**config.mk**
```make
export PLATFORM = sky130hd
export DESIGN_NAME = modem_serial_frame_receiver_top_flat
export DESIGN_NICKNAME = d
export VERILOG_FILES = /design/src/hw/rtl/mfr_pkg.sv /design/src/hw/rtl/mfr_intf.sv /design/src/hw/rtl/mfr_datapath.sv /design/src/hw/rtl/mfr_ctrl.sv /design/src/hw/rtl/modem_serial_frame_receiver_top.sv /design/src/flat_wrapper.sv
export SDC_FILE = /design/constraint.sdc
export NUM_CORES = 1
export LEC_CHECK = 0
export BUFFER_PORTS_ARGS = -buffer_cell sky130_fd_sc_hd__buf_2
export CORE_ASPECT_RATIO = 1.1
export CORE_UTILIZATION = 57
export CTS_BUF_LIST = sky130_fd_sc_hd__clkbuf_4
export CTS_CLUSTER_SIZE = 12
export DETAILED_ROUTE_END_ITERATION = 10
export PLACE_DENSITY_LB_ADDON = 0.25
export SYNTH_ARGS = -nofsm -noshare
export SYNTH_HDL_FRONTEND = slang
export SYNTH_SLANG_ARGS = --single-unit
```
**constraint.sdc**
```tcl
create_clock -name clk -period 7.3 [get_ports clk]
set_input_delay 1.46 -clock clk [delete_from_list [all_inputs] [get_ports clk]]
set_output_delay 1.46 -clock clk [all_outputs]
set_load 0.005 [all_outputs]
```
**src/hw/rtl/mfr_pkg.sv**
```systemverilog
// ----------------------------------------------------------------------------
// mfr_pkg
// Shared codes, byte constants and controller/datapath bundles for the modem
// serial frame receiver.
// ----------------------------------------------------------------------------
`default_nettype none

package mfr_pkg;

  // input beat opcodes
  typedef enum logic [1:0] {
    OP_RX_BYTE   = 2'd0,
    OP_SENT      = 2'd1,
    OP_LINK_FAIL = 2'd2,
    OP_IGNORE    = 2'd3
  } opcode_t;

  // result kinds
  typedef enum logic [2:0] {
    KIND_ACK    = 3'd0,
    KIND_NACK   = 3'd1,
    KIND_ERR    = 3'd2,
    KIND_NOTIFY = 3'd3,
    KIND_BUSY   = 3'd4
  } kind_t;

  localparam logic [7:0] BYTE_STX    = 8'h02;
  localparam logic [7:0] BYTE_NAK    = 8'h15;
  localparam logic [7:0] CMD_STD_RX  = 8'h60;
  localparam logic [7:0] CMD_ECHO    = 8'h62;
  localparam logic [7:0] CMD_NOTIFY  = 8'h50;
  localparam logic [7:0] HI_MASK     = 8'hf0;
  localparam logic [7:0] HI_ACK_A    = 8'h60;
  localparam logic [7:0] HI_ACK_B    = 8'h70;
  localparam logic [7:0] NOTIFY_MASK = 8'h50;

  // payload bytes after the command byte
  localparam int LEN_STD_RX = 7;
  localparam int LEN_NOTIFY = 9;

  // cap on replies that can be emitted for one frame
  localparam int MAX_RESULTS = 32;

  // controller -> datapath
  typedef struct packed {
    logic  cmd_load;     // capture command byte, set expected length
    logic  first_load;   // capture first byte after command
    logic  data_load;    // capture payload byte at byte count
    logic  bc_clear;
    logic  pend_load;
    logic  pend_clear;
    logic  single_emit;  // one-beat result with zero data
    kind_t single_kind;
    logic  dump_start;
    logic  dump_ack;     // 1: ack readout, 0: notify readout
    logic  dump_read;
    logic  dump_emit;
  } ctl_cmd_t;

  // datapath -> controller
  typedef struct packed {
    logic pend_valid;
    logic byte_stx;
    logic cmd_known;
    logic nack_hit;
    logic first_done;
    logic data_done;
    logic ack_match;
    logic notify_match;
    logic dump_last;
    logic out_free;
  } ctl_stat_t;

endpackage

`default_nettype wire

```
**src/hw/rtl/mfr_intf.sv**
```systemverilog
// ----------------------------------------------------------------------------
// mfr channel interfaces
// Valid/ready channels for input beats and result beats.
// ----------------------------------------------------------------------------
`default_nettype none

interface mfr_in_if;
  logic       valid;
  logic       ready;
  logic [1:0] opcode;
  logic [7:0] rx_byte;
  logic [7:0] sent_number;
  logic [5:0] sent_length;

  modport source (output valid, output opcode, output rx_byte, output sent_number,
                  output sent_length, input ready);
  modport sink   (input valid, input opcode, input rx_byte, input sent_number,
                  input sent_length, output ready);
endinterface

interface mfr_out_if;
  logic       valid;
  logic       ready;
  logic [2:0] kind;
  logic [7:0] data;
  logic       last;

  modport source (output valid, output kind, output data, output last, input ready);
  modport sink   (input valid, input kind, input data, input last, output ready);
endinterface

`default_nettype wire

```
**src/hw/rtl/mfr_datapath.sv**
```systemverilog
// ----------------------------------------------------------------------------
// mfr_datapath
// Frame store, byte counter, pending command, readout pointer and the
// output register. Acts on controller commands, reports status flags.
// ----------------------------------------------------------------------------
`default_nettype none

module mfr_datapath import mfr_pkg::*; #(
  parameter int MAX_FRAME = 32
) (
  input  logic       clk,
  input  logic       rst_n,
  input  ctl_cmd_t   cmd,
  output ctl_stat_t  stat,
  input  logic [7:0] rx_byte,
  input  logic [7:0] sent_number,
  input  logic [5:0] sent_length,
  output logic       out_valid,
  input  logic       out_ready,
  output kind_t      out_kind,
  output logic [7:0] out_data,
  output logic       out_last
);

  localparam int AW  = $clog2(MAX_FRAME);
  localparam int CW  = $clog2(MAX_FRAME + 1);
  localparam int CAP = (MAX_FRAME - 1 < MAX_RESULTS) ? (MAX_FRAME - 1) : MAX_RESULTS;

  logic [7:0]    mem [MAX_FRAME];
  logic [7:0]    rd_data_r;

  logic [7:0]    cmd_r,       cmd_nxt;
  logic [AW-1:0] expected_r,  expected_nxt;
  logic [CW-1:0] bc_r,        bc_nxt;
  logic          pend_valid_r, pend_valid_nxt;
  logic [7:0]    pend_num_r,  pend_num_nxt;
  logic [5:0]    pend_len_r,  pend_len_nxt;
  logic [AW-1:0] idx_r,       idx_nxt;
  logic [AW-1:0] last_idx_r,  last_idx_nxt;
  kind_t         dump_kind_r, dump_kind_nxt;
  logic          out_valid_r, out_valid_nxt;
  kind_t         out_kind_r,  out_kind_nxt;
  logic [7:0]    out_data_r,  out_data_nxt;
  logic          out_last_r,  out_last_nxt;

  logic [AW-1:0] clamp_len;
  logic          mem_we;
  logic [AW-1:0] mem_waddr;

  // echo length: zero counts as one, long lengths saturate
  always_comb begin
    if (pend_len_r == 6'd0) begin
      clamp_len = AW'(1);
    end else if ({1'b0, pend_len_r} > 7'(CAP)) begin
      clamp_len = AW'(CAP);
    end else begin
      clamp_len = AW'(pend_len_r);
    end
  end

  always_comb begin
    stat.pend_valid   = pend_valid_r;
    stat.byte_stx     = (rx_byte == BYTE_STX);
    stat.cmd_known    = (rx_byte == CMD_STD_RX) || (rx_byte == CMD_NOTIFY) ||
                        ((rx_byte == CMD_ECHO) && pend_valid_r);
    stat.nack_hit     = pend_valid_r && (pend_num_r == cmd_r) && (rx_byte == BYTE_NAK);
    stat.first_done   = (expected_r < AW'(2));
    stat.data_done    = (bc_r >= CW'(expected_r));
    stat.ack_match    = (((cmd_r & HI_MASK) == HI_ACK_A) || ((cmd_r & HI_MASK) == HI_ACK_B))
                        && pend_valid_r && (pend_num_r == cmd_r);
    stat.notify_match = ((cmd_r & NOTIFY_MASK) == NOTIFY_MASK);
    stat.dump_last    = (idx_r == last_idx_r);
    stat.out_free     = !out_valid_r || out_ready;
  end

  always_comb begin
    cmd_nxt        = cmd_r;
    expected_nxt   = expected_r;
    bc_nxt         = bc_r;
    pend_valid_nxt = pend_valid_r;
    pend_num_nxt   = pend_num_r;
    pend_len_nxt   = pend_len_r;
    idx_nxt        = idx_r;
    last_idx_nxt   = last_idx_r;
    dump_kind_nxt  = dump_kind_r;
    out_valid_nxt  = out_valid_r;
    out_kind_nxt   = out_kind_r;
    out_data_nxt   = out_data_r;
    out_last_nxt   = out_last_r;
    mem_we         = 1'b0;
    mem_waddr      = '0;

    if (cmd.cmd_load) begin
      cmd_nxt   = rx_byte;
      mem_we    = 1'b1;
      mem_waddr = '0;
      if (rx_byte == CMD_STD_RX) begin
        expected_nxt = AW'(LEN_STD_RX);
      end else if (rx_byte == CMD_NOTIFY) begin
        expected_nxt = AW'(LEN_NOTIFY);
      end else if ((rx_byte == CMD_ECHO) && pend_valid_r) begin
        expected_nxt = clamp_len;
      end
    end
    if (cmd.first_load) begin
      mem_we    = 1'b1;
      mem_waddr = AW'(1);
      bc_nxt    = CW'(2);
    end
    if (cmd.data_load) begin
      mem_we    = 1'b1;
      mem_waddr = bc_r[AW-1:0];
      bc_nxt    = bc_r + CW'(1);
    end
    if (cmd.bc_clear) begin
      bc_nxt = '0;
    end

    if (cmd.pend_load) begin
      pend_valid_nxt = 1'b1;
      pend_num_nxt   = sent_number;
      pend_len_nxt   = sent_length;
    end
    if (cmd.pend_clear) begin
      pend_valid_nxt = 1'b0;
    end

    if (cmd.dump_start) begin
      idx_nxt = '0;
      if (cmd.dump_ack) begin
        last_idx_nxt  = expected_nxt - AW'(1);
        dump_kind_nxt = KIND_ACK;
      end else begin
        last_idx_nxt  = expected_nxt;
        dump_kind_nxt = KIND_NOTIFY;
      end
    end

    if (cmd.single_emit) begin
      out_valid_nxt = 1'b1;
      out_kind_nxt  = cmd.single_kind;
      out_data_nxt  = 8'h00;
      out_last_nxt  = 1'b1;
    end else if (cmd.dump_emit) begin
      out_valid_nxt = 1'b1;
      out_kind_nxt  = dump_kind_r;
      out_data_nxt  = rd_data_r;
      out_last_nxt  = (idx_r == last_idx_r);
      idx_nxt       = idx_r + AW'(1);
    end else if (out_ready) begin
      out_valid_nxt = 1'b0;
    end
  end

  always_ff @(posedge clk) begin
    if (mem_we) begin
      mem[mem_waddr] <= rx_byte;
    end
    if (cmd.dump_read) begin
      rd_data_r <= mem[idx_r];
    end
  end

  always_ff @(posedge clk) begin
    if (!rst_n) begin
      cmd_r        <= '0;
      expected_r   <= '0;
      bc_r         <= '0;
      pend_valid_r <= 1'b0;
      pend_num_r   <= '0;
      pend_len_r   <= '0;
      idx_r        <= '0;
      last_idx_r   <= '0;
      dump_kind_r  <= KIND_ACK;
      out_valid_r  <= 1'b0;
    end else begin
      cmd_r        <= cmd_nxt;
      expected_r   <= expected_nxt;
      bc_r         <= bc_nxt;
      pend_valid_r <= pend_valid_nxt;
      pend_num_r   <= pend_num_nxt;
      pend_len_r   <= pend_len_nxt;
      idx_r        <= idx_nxt;
      last_idx_r   <= last_idx_nxt;
      dump_kind_r  <= dump_kind_nxt;
      out_valid_r  <= out_valid_nxt;
    end
  end

  always_ff @(posedge clk) begin
    out_kind_r <= out_kind_nxt;
    out_data_r <= out_data_nxt;
    out_last_r <= out_last_nxt;
  end

  assign out_valid = out_valid_r;
  assign out_kind  = out_kind_r;
  assign out_data  = out_data_r;
  assign out_last  = out_last_r;

endmodule

`default_nettype wire

```
**src/hw/rtl/mfr_ctrl.sv**
```systemverilog
// ----------------------------------------------------------------------------
// mfr_ctrl
// Parser state machine: frame phases plus a two-step readout loop that
// streams a completed frame out of the store.
// ----------------------------------------------------------------------------
`default_nettype none

module mfr_ctrl import mfr_pkg::*; (
  input  logic       clk,
  input  logic       rst_n,
  input  logic       in_valid,
  output logic       in_ready,
  input  logic [1:0] opcode,
  input  ctl_stat_t  stat,
  output ctl_cmd_t   cmd
);

  typedef enum logic [5:0] {
    ST_STX   = 6'b000001,
    ST_CMD   = 6'b000010,
    ST_FIRST = 6'b000100,
    ST_DATA  = 6'b001000,
    ST_RD    = 6'b010000,
    ST_WR    = 6'b100000
  } state_t;

  state_t state_r, state_nxt;
  logic   parsing;
  logic   in_fire;
  logic   complete;

  assign parsing  = (state_r == ST_STX) || (state_r == ST_CMD) ||
                    (state_r == ST_FIRST) || (state_r == ST_DATA);
  assign in_ready = parsing && stat.out_free;
  assign in_fire  = in_valid && in_ready;

  always_comb begin
    cmd       = '0;
    state_nxt = state_r;
    complete  = 1'b0;

    if (in_fire) begin
      unique case (opcode)
        OP_SENT: begin
          if (stat.pend_valid) begin
            cmd.single_emit = 1'b1;
            cmd.single_kind = KIND_BUSY;
          end else begin
            cmd.pend_load = 1'b1;
          end
        end
        OP_LINK_FAIL: begin
          state_nxt    = ST_STX;
          cmd.bc_clear = 1'b1;
          if (stat.pend_valid) begin
            cmd.pend_clear  = 1'b1;
            cmd.single_emit = 1'b1;
            cmd.single_kind = KIND_ERR;
          end
        end
        OP_RX_BYTE: begin
          if (state_r == ST_STX) begin
            if (stat.byte_stx) begin
              state_nxt = ST_CMD;
            end
          end else if (state_r == ST_CMD) begin
            cmd.cmd_load = 1'b1;
            state_nxt    = stat.cmd_known ? ST_FIRST : ST_STX;
          end else if (state_r == ST_FIRST) begin
            cmd.first_load = 1'b1;
            if (stat.nack_hit) begin
              cmd.pend_clear  = 1'b1;
              cmd.single_emit = 1'b1;
              cmd.single_kind = KIND_NACK;
              cmd.bc_clear    = 1'b1;
              state_nxt       = ST_STX;
            end else if (stat.first_done) begin
              complete = 1'b1;
            end else begin
              state_nxt = ST_DATA;
            end
          end else begin
            cmd.data_load = 1'b1;
            complete      = stat.data_done;
          end
        end
        default: ;
      endcase
    end

    // frame end: ack and notify are exclusive for the command bytes kept
    if (complete) begin
      cmd.bc_clear = 1'b1;
      if (stat.ack_match) begin
        cmd.dump_start = 1'b1;
        cmd.dump_ack   = 1'b1;
        cmd.pend_clear = 1'b1;
        state_nxt      = ST_RD;
      end else if (stat.notify_match) begin
        cmd.dump_start = 1'b1;
        state_nxt      = ST_RD;
      end else begin
        state_nxt = ST_STX;
      end
    end

    if (state_r == ST_RD) begin
      cmd.dump_read = 1'b1;
      state_nxt     = ST_WR;
    end else if (state_r == ST_WR) begin
      if (stat.out_free) begin
        cmd.dump_emit = 1'b1;
        state_nxt     = stat.dump_last ? ST_STX : ST_RD;
      end
    end
  end

  always_ff @(posedge clk) begin
    if (!rst_n) begin
      state_r <= ST_STX;
    end else begin
      state_r <= state_nxt;
    end
  end

endmodule

`default_nettype wire

```
**src/hw/rtl/modem_serial_frame_receiver_top.sv**
```systemverilog
// ----------------------------------------------------------------------------
// modem_serial_frame_receiver_top
// Parses STX-framed modem replies against one pending outgoing command and
// reports ack data, nack, error, notify and busy results.
// ----------------------------------------------------------------------------
//  channel | dir | beat content
//  in_ch   | in  | opcode, rx_byte, sent_number, sent_length
//  out_ch  | out | kind, data, last
//
//  An input beat is taken whenever the parser is not reading out a frame
//  and the output register is free or draining. A completed ack or notify
//  frame is read out of the store result by result (registered store read,
//  then output load); input waits for the readout and any out_ch stalls.
//  Reset is synchronous, active low; the frame store is not cleared.
// ----------------------------------------------------------------------------
`default_nettype none

module modem_serial_frame_receiver_top import mfr_pkg::*; #(
  parameter int MAX_FRAME = 32
) (
  input  logic      clk,
  input  logic      rst_n,
  mfr_in_if.sink    in_ch,
  mfr_out_if.source out_ch
);

  ctl_cmd_t  cmd;
  ctl_stat_t stat;
  kind_t     out_kind;

  mfr_ctrl u_ctrl (
    .clk      (clk),
    .rst_n    (rst_n),
    .in_valid (in_ch.valid),
    .in_ready (in_ch.ready),
    .opcode   (in_ch.opcode),
    .stat     (stat),
    .cmd      (cmd)
  );

  mfr_datapath #(
    .MAX_FRAME (MAX_FRAME)
  ) u_datapath (
    .clk         (clk),
    .rst_n       (rst_n),
    .cmd         (cmd),
    .stat        (stat),
    .rx_byte     (in_ch.rx_byte),
    .sent_number (in_ch.sent_number),
    .sent_length (in_ch.sent_length),
    .out_valid   (out_ch.valid),
    .out_ready   (out_ch.ready),
    .out_kind    (out_kind),
    .out_data    (out_ch.data),
    .out_last    (out_ch.last)
  );

  assign out_ch.kind = out_kind;

endmodule

`default_nettype wire

```
**src/flat_wrapper.sv**
```systemverilog
// flat-port wrapper written by rule: the top's interface ports become plain ports
module modem_serial_frame_receiver_top_flat import mfr_pkg::*;
#(
  parameter int MAX_FRAME = 32
)
  (clk, rst_n, in_ch_valid, in_ch_opcode, in_ch_rx_byte, in_ch_sent_number, in_ch_sent_length, in_ch_ready, out_ch_valid, out_ch_kind, out_ch_data, out_ch_last, out_ch_ready);
  mfr_in_if in_ch_i ();
  mfr_out_if out_ch_i ();
  input  logic clk;
  input  logic rst_n;
  input wire logic [$bits(in_ch_i.valid)-1:0] in_ch_valid;
  input wire logic [$bits(in_ch_i.opcode)-1:0] in_ch_opcode;
  input wire logic [$bits(in_ch_i.rx_byte)-1:0] in_ch_rx_byte;
  input wire logic [$bits(in_ch_i.sent_number)-1:0] in_ch_sent_number;
  input wire logic [$bits(in_ch_i.sent_length)-1:0] in_ch_sent_length;
  output wire logic [$bits(in_ch_i.ready)-1:0] in_ch_ready;
  output wire logic [$bits(out_ch_i.valid)-1:0] out_ch_valid;
  output wire logic [$bits(out_ch_i.kind)-1:0] out_ch_kind;
  output wire logic [$bits(out_ch_i.data)-1:0] out_ch_data;
  output wire logic [$bits(out_ch_i.last)-1:0] out_ch_last;
  input wire logic [$bits(out_ch_i.ready)-1:0] out_ch_ready;
  assign in_ch_i.valid = in_ch_valid;
  assign in_ch_i.opcode = in_ch_opcode;
  assign in_ch_i.rx_byte = in_ch_rx_byte;
  assign in_ch_i.sent_number = in_ch_sent_number;
  assign in_ch_i.sent_length = in_ch_sent_length;
  assign in_ch_ready = in_ch_i.ready;
  assign out_ch_valid = out_ch_i.valid;
  assign out_ch_kind = out_ch_i.kind;
  assign out_ch_data = out_ch_i.data;
  assign out_ch_last = out_ch_i.last;
  assign out_ch_i.ready = out_ch_ready;
  modem_serial_frame_receiver_top #(.MAX_FRAME(MAX_FRAME)) u_core (.clk(clk), .rst_n(rst_n), .in_ch(in_ch_i), .out_ch(out_ch_i));
endmodule
```
==> parameters.txt, run 1 <==
Parameter                              Value

Clocking
  # hold bufs at CTS    0
  Clock tree from TritonCTS    yes
  Clock Pin Slew Worst Setup and Hold Paths    about 0.06 ns
  PostCTS Resize Cnt    0
  Number of buffers added by the clock tree synthesis step    slightly above 80
  Number of buffers inserted to repair setup after CTS    0
  Clk buf depth    3
  Clock insertion delay at the later pin of the skew report    roughly 0.71 ns
  TritonCTS sink count    roughly 330
  Number of H-tree levels    3
  Library cell used as clock root buffer    sky130_fd_sc_hd__clkbuf_4

Final layout
  Number of nets in the final layout    between 900 and 1,000
  Commonest non-fill, non-tap cell in the layout    sky130_fd_sc_hd__edfxtp_1
  Most frequent cells in the layout    sky130_fd_sc_hd__edfxtp_1, sky130_fd_sc_hd__clkbuf_4, sky130_fd_sc_hd__nor2_1, sky130_fd_sc_hd__mux4_2, sky130_fd_sc_hd__nand2_1
  Final Util    between 60% and 70%
  Fraction of layout instances using a drive strength above 1    between 20 and 30%
  Synth-to-layout area growth    11.5%

Synthesis
  Largest cells by area after synthesis    sky130_fd_sc_hd__edfxtp_1, sky130_fd_sc_hd__mux4_2, sky130_fd_sc_hd__dfxtp_1
  Yosys warning count    0
  Fraction of the yosys area taken by sequential cells    roughly 68%
  Synthesis-stage register bit count    between 300 and 400
  Post-synthesis instance area    about 0.013 mm2
  Synth Area per Inst    roughly 16 um2
  Yosys top cell area share    59.4%
  Gate count of the mapped netlist    between 800 and 900
  Number of enable flip-flop cells after synthesis    about 270
  Number of distinct library cells after synthesis    just under 60
  Cell type with the highest aggregate area in the netlist    sky130_fd_sc_hd__edfxtp_1
  Most used DFF post-synth    sky130_fd_sc_hd__edfxtp_1
  Share of flip-flops with an asynchronous set or reset after synthesis    0%
  Post-synth net total    882

Pwr
  Total chip power    about 0.0037 W
  PwrDens    ~240 mW/mm2
  P_leak    4.80 nW
  Peak supply drop    0.122 mV

Global route
  Largest net degree at the start of global routing    slightly below 70
  GR Util All Layers    between 20% and 30%
  Global-route wire length before repair    46,800 um
  Remaining global-route overflow    0
  Number of antenna violations at the first check in global routing    3
  Vias in the first global route    8,191

Outcome
  Outcome    complete, no violations

Timing
  Setup violation total in the final timing report    0
  Hold violation total from the final report    0
  RSZ-0062 raised after global routing    false
  Maximum clock frequency    230 MHz
  Slew of the pin with the lowest slew margin    0.975 ns
  Final Worst Setup Slack    a little under 3 ns
  Final Max Slew Viols    0
  Fin Clk Skew    between 0.04 and 0.05 ns
  Max-Slew Margin vs Limit    between 30% and 40%
  Share of the clock period used by the worst path    roughly three fifths
  Fin crit period    between 4 and 5 ns
  Setup tns final    0 ns

Worst setup path
  Crit Path Max Fanout    8
  CP Class    in -> reg
  Data arrival, critical path    ~4.7 ns
  Required time reported for the critical path endpoint    roughly 7.6 ns
  Critical Path Start Type    primary input
  Kind of capture point of the worst setup path    flop

Floorplanning
  Initial cell density of the core    58.5%
  Die ar.    around 0.024 mm2
  # rows    58
  Die height    ~160 um
  Die width    around 150 um
  Total I/O pin count    42
  Core region area    roughly 0.023 mm2

Drt
  Total Wirelength    just over 30,000 um
  Detailed-route via count    8,152
  Total DRC errors in the routed layout    0
  Number of detailed-routing iterations run before antenna repair    8
  Routed length per placed instance    approximately 23 um
  Vias per cell    approximately 6.3
  Number of nets with antenna violations after detailed routing    0
  Iteration-0 DRC Markers    between 1,000 and 1,500

Worst hold path
  Type of the most critical hold path    reg -> reg

Placed design
  Number of port buffers    just over 40
  Setup slack after placement    2.33 ns
  Placer congestion estimate    just over 0.9
  Detailed placer's ending HPWL    slightly below 20,000 um

Job
  Max capacitance violation total    0
-- through the flow --
step / hold WS [ns] / cell area (um2) / cells
final: 0.462 / 15000 / 1300
after global routing: 0.494 / 15000 / 1300
after floorplan: 0.418 / 13500 / 846
after CTS: 0.468 / 15000 / 1299
after global placement: 0.435 / 14000 / 1151
after detailed placement: 0.451 / 14000 / 1151
-- layer usage --
metal  GRT usage, %  up-vias  share of wire [%]  routed length (um)
li1               -     3551                  -                   -
met1           35.6     3993                 39               12000
met2           42.6      529                 49               14800
met3           5.61       75                9.3                2840
met4           11.6        4                2.9                 885
met5              0        -              0.075                  23
-- final timing paths --
path | cells past startpoint | endpoint | slack [ns] | startpoint
min | 2 | u_core.u_datapath.out_data[5] | 0.46 | u_core.u_datapath.rd_data_r[5]
max | 6 | u_core.u_datapath.mem[30][7] | 2.94 | in_ch_opcode[1]
max reg2reg | 5 | u_core.u_datapath.mem[30][7] | 3.44 | u_core.u_ctrl.state_r[5]
min reg2reg | 2 | u_core.u_datapath.out_data[5] | 0.46 | u_core.u_datapath.rd_data_r[5]
-- kinds of logic after synthesis --
| logic type | count (synthesis) | share of synthesized area [%] |
|---|---|---|
| DFF | 328 | 68.4 |
| buffers and inverters | 55 | 1.61 |
| xor gates and xnor gates | 16 | 1.04 |
| muxes | 104 | 15.2 |
| and+or+nand+nor | 250 | 9.08 |
| adders and majority gates | 8 | 0.742 |
| AOI/OAI and AO/OA | 85 | 3.87 |
-- cell type report --
cell class / instances / area (um2)
Antenna cell: 1 / 2.50
Clock buffer: 108 / 811
Clock inverter: 40 / 268
Fill cell: 1622 / 8030
Inverter: 12 / 45.0
Multi-Input combinational cell: 463 / 4050
Sequential cell: 328 / 9240
Tap cell: 300 / 375
Timing Repair Buffer: 48 / 258
-- report_power, final --
group          switching, W  internal, W
combinational     0.0000554    0.0000199
sequential       0.00000457      0.00202
clock              0.000733     0.000840
total              0.000793      0.00288
-- flip-flops by register name, summed over array words and instances, names as in the netlist, 6 cells and up --
| name | cells |
|---|---|
| u_core.u_datapath.rd_data_r | 8 |
| u_core.u_datapath.bc_r | 6 |
| u_core.u_datapath.pend_num_r | 8 |
| u_core.u_datapath.mem | 256 |
| u_core.u_datapath.pend_len_r | 6 |
| u_core.u_datapath.out_data | 8 |
| u_core.u_datapath.cmd_r | 8 |
| u_core.u_ctrl.state_r | 6 |
-- synth_stat cells, types with 11 or more instances --
cell / n
sky130_fd_sc_hd__nor3_1: 12
sky130_fd_sc_hd__o21ai_0: 24
sky130_fd_sc_hd__nand2_1: 62
sky130_fd_sc_hd__nor2_1: 84
sky130_fd_sc_hd__mux2i_1: 15
sky130_fd_sc_hd__a21oi_1: 25
sky130_fd_sc_hd__inv_1: 11
sky130_fd_sc_hd__mux4_2: 80
sky130_fd_sc_hd__dfxtp_1: 61
sky130_fd_sc_hd__edfxtp_1: 267
sky130_fd_sc_hd__clkbuf_1: 33
sky130_fd_sc_hd__nor4_1: 14
-- critical path, stage by stage --
cell	delay [ns]
sky130_fd_sc_hd__buf_2	0.14
sky130_fd_sc_hd__or2_0	0.24
sky130_fd_sc_hd__or4_1	0.54
sky130_fd_sc_hd__nor4_1	0.83
sky130_fd_sc_hd__nand3_1	0.70
sky130_fd_sc_hd__nor2_1	0.75
Power figures use the tool's default switching activity.
==> run 2: changes to the inputs <==
Settings changed: ABC_AREA set to 1.
Clock period 7.3 ns to 4.3 ns, I/O delays scaled along.
==> run 2 against run 1 <==
Compared with the run above:
- area after synthesis increased by 3.3%
- via count is 26% higher
- largest cell class unchanged
- largest power group unchanged
- setup slack worse by 1.6 ns
==> parameters.txt, run 2 <==
Parameter                              Value

Synthesis
  Most used DFF post-synth    sky130_fd_sc_hd__edfxtp_1
  Post-synthesis instance area    ~0.014 mm2
  Dominant cell by count in the synthesized netlist    sky130_fd_sc_hd__edfxtp_1
  Synthesis-stage register bit count    between 300 and 400
  Post-synth net total    1,335
  Yosys warning count    0
  Synth cell count leaders    sky130_fd_sc_hd__edfxtp_1, sky130_fd_sc_hd__nor2_1, sky130_fd_sc_hd__o21ai_0, sky130_fd_sc_hd__nand2_1, sky130_fd_sc_hd__inv_1
  Number of enable flip-flop cells after synthesis    approximately 270
  Gate count of the mapped netlist    1,299
  Cell type with the highest aggregate area in the netlist    sky130_fd_sc_hd__edfxtp_1
  Synth Area per Inst    ~11 um2
  Fraction of the yosys area taken by sequential cells    66.3%
  Largest cells by area after synthesis    sky130_fd_sc_hd__edfxtp_1, sky130_fd_sc_hd__dfxtp_1, sky130_fd_sc_hd__nor2_1
  Yosys top cell area share    a little under three fifths
  Number of distinct library cells after synthesis    between 40 and 50
  Share of flip-flops with an asynchronous set or reset after synthesis    0%

Timing
  Share of the clock period used by the worst path    between 60% and 70%
  Min Hold Slack    0.372 ns
  Maximum clock frequency    337 MHz
  Hold violation total from the final report    0
  Fin crit period    2.97 ns
  Slew of the pin with the lowest slew margin    ~1.1 ns
  Max-Slew Margin vs Limit    between 20 and 30%
  Setup tns final    0 ns
  Final Max Slew Viols    0
  Fin Clk Skew    roughly 0.043 ns
  RSZ-0062 raised after global routing    false
  Setup violation total in the final timing report    0

Floorplanning
  Initial cell density of the core    between 50% and 60%
  Die width    approximately 150 um
  Die ar.    0.0251 mm2
  Core region area    0.0238 mm2
  Total I/O pin count    42
  # rows    59
  Die height    between 150 and 200 um

Clocking
  PostCTS Resize Cnt    0
  Number of buffers added by the clock tree synthesis step    82
  # hold bufs at CTS    0
  Library cell used as clock root buffer    sky130_fd_sc_hd__clkbuf_4
  Clock Pin Slew Worst Setup and Hold Paths    0.07 ns
  Number of H-tree levels    3
  Clock insertion delay at the later pin of the skew report    around 0.71 ns
  Number of buffers inserted to repair setup after CTS    0
  Clk buf depth    3
  TritonCTS sink count    328
  Clock tree from TritonCTS    yes

Global route
  Remaining global-route overflow    0
  Global-route wire length before repair    approximately 53,000 um
  Vias in the first global route    approximately 10,000
  Number of antenna violations at the first check in global routing    1
  Largest net degree at the start of global routing    69
  GR Util All Layers    between 20% and 30%

Final layout
  Commonest non-fill, non-tap cell in the layout    sky130_fd_sc_hd__edfxtp_1
  Most flop-heavy register    u_core.u_datapath.mem
  Fraction of layout instances using a drive strength above 1    between 10% and 20%
  Most frequent cells in the layout    sky130_fd_sc_hd__edfxtp_1, sky130_fd_sc_hd__nor2_1, sky130_fd_sc_hd__o21ai_0, sky130_fd_sc_hd__nand2_1, sky130_fd_sc_hd__clkbuf_4
  Area of combinational cells with multiple inputs    0.00409 mm2
  Number of filler cells placed in the layout    between 1,500 and 2,000
  Synth-to-layout area growth    10.5%
  Max reg flops    256
  Number of nets in the final layout    1,417
  Sequential Area    0.00924 mm2

Pwr
  Peak supply drop    0.249 mV
  PwrDens    approximately 400 mW/mm2
  P_leak    5.59 nW
  Total chip power    0.00607 W

Drt
  Number of detailed-routing iterations run before antenna repair    5
  Total DRC errors in the routed layout    0
  Vias per cell    a little under 6
  Routed length per placed instance    between 15 and 20 um
  Total Wirelength    between 30,000 and 40,000 um
  Iteration-0 DRC Markers    910
  Number of nets with antenna violations after detailed routing    0
  Detailed-route via count    around 10,000

Worst setup path
  Crit Path Max Fanout    33
  Critical R2R Capture    u_core.u_datapath.rd_data_r[3]
  Register-to-register setup slack    1.33 ns
  Startpoint of the worst-slack reg-to-reg timing path    u_core.u_datapath.idx_r[0]
  CP Class    reg -> reg
  Number of cells on the worst reg-to-reg path    8
  Kind of capture point of the worst setup path    flop
  Data arrival, critical path    about 3.4 ns
  Required time reported for the critical path endpoint    4.74 ns
  Critical Path Start Type    flop

Placed design
  Number of port buffers    41
  Placer congestion estimate    around 0.93
  Detailed placer's ending HPWL    22,100 um

Job
  Max capacitance violation total    0

Worst hold path
  Min-Delay Startpoint    in_ch_sent_length[3]
  Type of the most critical hold path    in -> reg
  Worst Hold End    u_core.u_datapath.pend_len_r[3]
  Number of cells on the worst hold path    3

Outcome
  Outcome    complete, no violations
[run 2: worst max path at each step]
stage,end,startpoint,slack (ns)
4_1_cts,u_core.u_datapath.rd_data_r[3],u_core.u_datapath.idx_r[0],1.41
3_5_place_dp,u_core.u_datapath.mem[3][7],in_ch_opcode[1],0.92
3_3_place_gp,u_core.u_datapath.mem[3][3],in_ch_opcode[1],0.95
2_1_floorplan,u_core.u_datapath.mem[0][0],in_ch_opcode[1],1.70
5_1_grt,u_core.u_datapath.mem[20][3],u_core.u_ctrl.state_r[4],1.20
6_report,u_core.u_datapath.rd_data_r[3],u_core.u_datapath.idx_r[0],1.33
[run 2: logic make-up (layout without fill, tap and decap cells)]
family,count (synthesis),count (layout),synth area share (%)
AOI/OAI and AO/OA,292,292,12.0
adders and majority gates,8,8,0.718
and+or+nand+nor,509,509,16.0
other,0,1,0
buffers and inverters,153,290,4.35
DFF,328,328,66.3
xor gates and xnor gates,9,9,0.566
[run 2: critical path, cell delays in order (launching register included)]
cell	delay (ns)
sky130_fd_sc_hd__dfxtp_4	0.53
sky130_fd_sc_hd__clkinv_2	0.41
sky130_fd_sc_hd__buf_4	0.37
sky130_fd_sc_hd__o21ai_0	0.22
sky130_fd_sc_hd__o221ai_1	0.19
sky130_fd_sc_hd__o211ai_1	0.15
sky130_fd_sc_hd__nand3_1	0.20
sky130_fd_sc_hd__o21ai_0	0.49
sky130_fd_sc_hd__inv_1	0.11
[run 2: report_power, final]
group          internal (W)  total [W]  switching, W
Clock               0.00129    0.00249       0.00120
Sequential          0.00344    0.00345    0.00000910
Combinational     0.0000359   0.000139      0.000104
Total               0.00476    0.00607       0.00131
[run 2: final cells by class]
cell class                      count  area share [%]
Antenna cell                        1          0.0162
Clock buffer                      122            5.95
Clock inverter                     17           0.487
Inverter                           90            2.20
Multi-Input combinational cell    818            26.6
Sequential cell                   328            60.0
Tap cell                          305            2.48
Timing Repair Buffer               61            2.31
[run 2: per-layer routing]
layer	vias up	global-route usage (%)	wire, um
li1	4827	-	-
met1	4886	36.6	13700
met2	498	46.0	16700
met3	76	5.22	2830
met4	0	13.3	1160
met5	-	0	0
[run 2: metrics by stage]
step           setup slack (ns)  util, %  instance area [um2]  cells
5_1_grt                    1.20     64.6                15400   1742
3_3_place_gp              0.953     60.4                14400   1602
4_1_cts                    1.41     64.6                15400   1741
3_5_place_dp              0.916     60.4                14400   1602
2_1_floorplan              1.70        -                13900   1299
6_report                   1.33     64.6                15400   1742
==> run 3: changes to the inputs <==
Clock period 4.3 ns to 2.7 ns, I/O delays scaled along.
==> run 3 against run 2 <==
Compared with the run above:
- non-clock buffer count rose by 52
- critical path type unchanged
- utilization grew 1.9 points
- largest power group unchanged
- flip-flop and latch count stayed put
- register-to-register slack lost 1.2 ns
- setup slack worse by 1.2 ns
==> parameters.txt, run 3 (synthesis results as in run 2) <==
Parameter                              Value

Global route
  Vias in the first global route    10,200
  Number of antenna violations at the first check in global routing    1
  Largest net degree at the start of global routing    ~130
  Fraction of met2 tracks used by global routing    a little under half
  Global-route wire length before repair    55,200 um
  Busiest grt layer    met2
  Remaining global-route overflow    0
  GR met1 Demand/Resource    around two fifths
  Met3 track utilization from global routing    between 5 and 6%
  GR Util All Layers    29.4%

Pwr
  P_leak    a little under 6 nW
  Sw Share    ~22%
  Net switching power figure    between 0.002 and 0.0025 W
  Clock share of power    approximately two fifths
  Peak supply drop    approximately 0.53 mV
  P_int    about 0.0076 W
  Combinational Power Share    2.4%
  PwrDens    around 600 mW/mm2
  Fraction of power consumed by sequential logic    56.3%

Drt
  Detailed-route via count    10,400
  Number of nets with antenna violations after detailed routing    0
  Number of detailed-routing iterations run before antenna repair    5
  Vias per cell    5.82
  Total Wirelength    about 36,000 um
  Routed length per placed instance    between 15 and 20 um
  Total DRC errors in the routed layout    0
  Iteration-0 DRC Markers    approximately 1,000

Timing
  Share of the clock period used by the worst path    94.7%
  Min Hold Slack    ~0.067 ns
  Fin Clk Skew    0.0427 ns
  Final Worst Setup Slack    roughly 0.14 ns
  Setup violation total in the final timing report    0
  RSZ-0062 raised after global routing    false
  Final Max Slew Viols    0
  Maximum clock frequency    a little under 400 MHz
  Fin crit period    roughly 2.6 ns
  Slew of the pin with the lowest slew margin    ~1 ns
  Hold violation total from the final report    0
  Setup tns final    0 ns
  Max-Slew Margin vs Limit    approximately a third

Placed design
  Number of port buffers    a little over 40
  Detailed placer's ending HPWL    between 20,000 and 25,000 um
  Placer congestion estimate    0.923
  Placed cell areas    between 0.01 and 0.015 mm2
  Setup slack after placement    about 0.13 ns

Final layout
  Number of filler cells placed in the layout    approximately 1,800
  Sequential Area    around 0.009 mm2
  Fraction of layout instances using a drive strength above 1    a little under a fifth
  Max reg flops    roughly 260
  Commonest non-fill, non-tap cell in the layout    sky130_fd_sc_hd__edfxtp_1
  Area of combinational cells with multiple inputs    ~0.0041 mm2
  Post-Layout Inst Area    0.0158 mm2
  Number of nets in the final layout    around 1,500
  Most flop-heavy register    u_core.u_datapath.mem
  Most frequent cells in the layout    sky130_fd_sc_hd__edfxtp_1, sky130_fd_sc_hd__nor2_1, sky130_fd_sc_hd__o21ai_0, sky130_fd_sc_hd__nand2_1, sky130_fd_sc_hd__clkbuf_4
  Synth-to-layout area growth    13.7%

Floorplanning
  Die height    166 um
  Die ar.    approximately 0.025 mm2
  Total I/O pin count    42
  Core region area    0.0238 mm2
  Die width    roughly 150 um
  # rows    roughly 60
  Initial cell density of the core    roughly 60%

Worst setup path
  Chain of cells forming the critical path    inv_1, nand2_2, nor2_1, o21ai_1, nand2_4, nand4_4, nor2_4, nand2_1, inv_1, nand2_1, nor2_1, buf_4
  Crit Path Max Fanout    8
  Crit path largest cell delay    around 0.33 ns
  Startpoint of the worst-slack reg-to-reg timing path    u_core.u_ctrl.state_r[5]
  CP Class    reg -> reg
  Critical Path Start Type    flop
  Register-to-register setup slack    approximately 0.14 ns
  Data arrival, critical path    2.93 ns
  Kind of capture point of the worst setup path    flop
  Launching element of the worst setup path    u_core.u_ctrl.state_r[5]
  CP max-delay cell    sky130_fd_sc_hd__nand2_1
  Required time reported for the critical path endpoint    between 3 and 4 ns

Clocking
  Number of H-tree levels    3
  Clock tree from TritonCTS    yes
  TritonCTS sink count    328
  Clock insertion delay at the later pin of the skew report    ~0.71 ns
  Library cell used as clock root buffer    sky130_fd_sc_hd__clkbuf_4
  Clock Pin Slew Worst Setup and Hold Paths    ~0.06 ns
  Clk buf depth    3
  Number of buffers added by the clock tree synthesis step    80

Worst hold path
  Min-Delay Startpoint    in_ch_sent_length[0]
  Type of the most critical hold path    in -> reg

Job
  Max capacitance violation total    0

Outcome
  Outcome    complete, no violations
[run 3: cell count changes in the layout (fill, tap and decap cells not counted)]
cell and change:
sky130_fd_sc_hd__nor2_1 -1, sky130_fd_sc_hd__clkbuf_4 -11, sky130_fd_sc_hd__buf_12 +3, sky130_fd_sc_hd__clkinvlp_4 -1
sky130_fd_sc_hd__bufinv_16 +2, sky130_fd_sc_hd__clkinv_2 +3, sky130_fd_sc_hd__diode_2 +1, sky130_fd_sc_hd__clkinv_1 +6
sky130_fd_sc_hd__inv_2 +1, sky130_fd_sc_hd__buf_4 +49, sky130_fd_sc_hd__nor2_2 +1
[run 3: path summary, 6_finish.rpt]
kind / cells after the start / to
worst min register to register: 2 / u_core.u_datapath.out_data[0]
worst min-delay path: 3 / u_core.u_datapath.pend_len_r[0]
worst max register to register: 12 / u_core.u_datapath.mem[26][2]
worst max-delay path: 12 / u_core.u_datapath.mem[26][2]
[run 3: metal layers]
| metal | up-vias | wire [um] |
|---|---|---|
| met5 | - | 17 |
| met4 | 2 | 1280 |
| met3 | 81 | 2570 |
| met2 | 456 | 17300 |
| met1 | 4981 | 14500 |
| li1 | 4926 | - |
[run 3: what timing repair did]
item | 4_1_cts | 5_1_grt
hold buffers | 0 | 0
setup buffers | 0 | 0
gates resized for setup | 0 | 1
setup endpoints to repair | 0 | 1
[run 3: area by class of cell]
| class | instances | share of cell area, % |
|---|---|---|
| flip-flops and latches | 328 | 58.3 |
| multi-input cells | 818 | 25.8 |
| clock buffers | 111 | 5.26 |
| repair buffers | 113 | 4.94 |
| well taps | 305 | 2.41 |
| inverters | 90 | 2.14 |
| clock inverters | 28 | 1.07 |
| diodes | 2 | 0.0316 |
[run 3: power by group through the flow]
stage / combinational [W] / clock (W) / sequential, W
floorplan: 0.0000828 / 0 / 0.00559
global placement: 0.000224 / 0 / 0.00559
detailed placement: 0.000228 / 0 / 0.00559
CTS: 0.000229 / 0.00409 / 0.00548
global route: 0.000250 / 0.00434 / 0.00548
finish: 0.000232 / 0.00402 / 0.00548
[run 3: critical path, delay by kind of cell (launching register included)]
kind / cells / cell delay, ns
compound gates: 1 / 0.14
buf+inv: 3 / 0.39
simple gates: 8 / 1.39
flops: 1 / 0.31
[run 3: metrics by stage]
step                      total power, W  instances  utilization (%)
after floorplan                  0.00568       1299                -
after global placement           0.00582       1654             62.2
after detailed placement         0.00582       1654             62.2
after CTS                        0.00980       1793             66.4
after global routing              0.0101       1794             66.5
final                            0.00974       1795             66.5
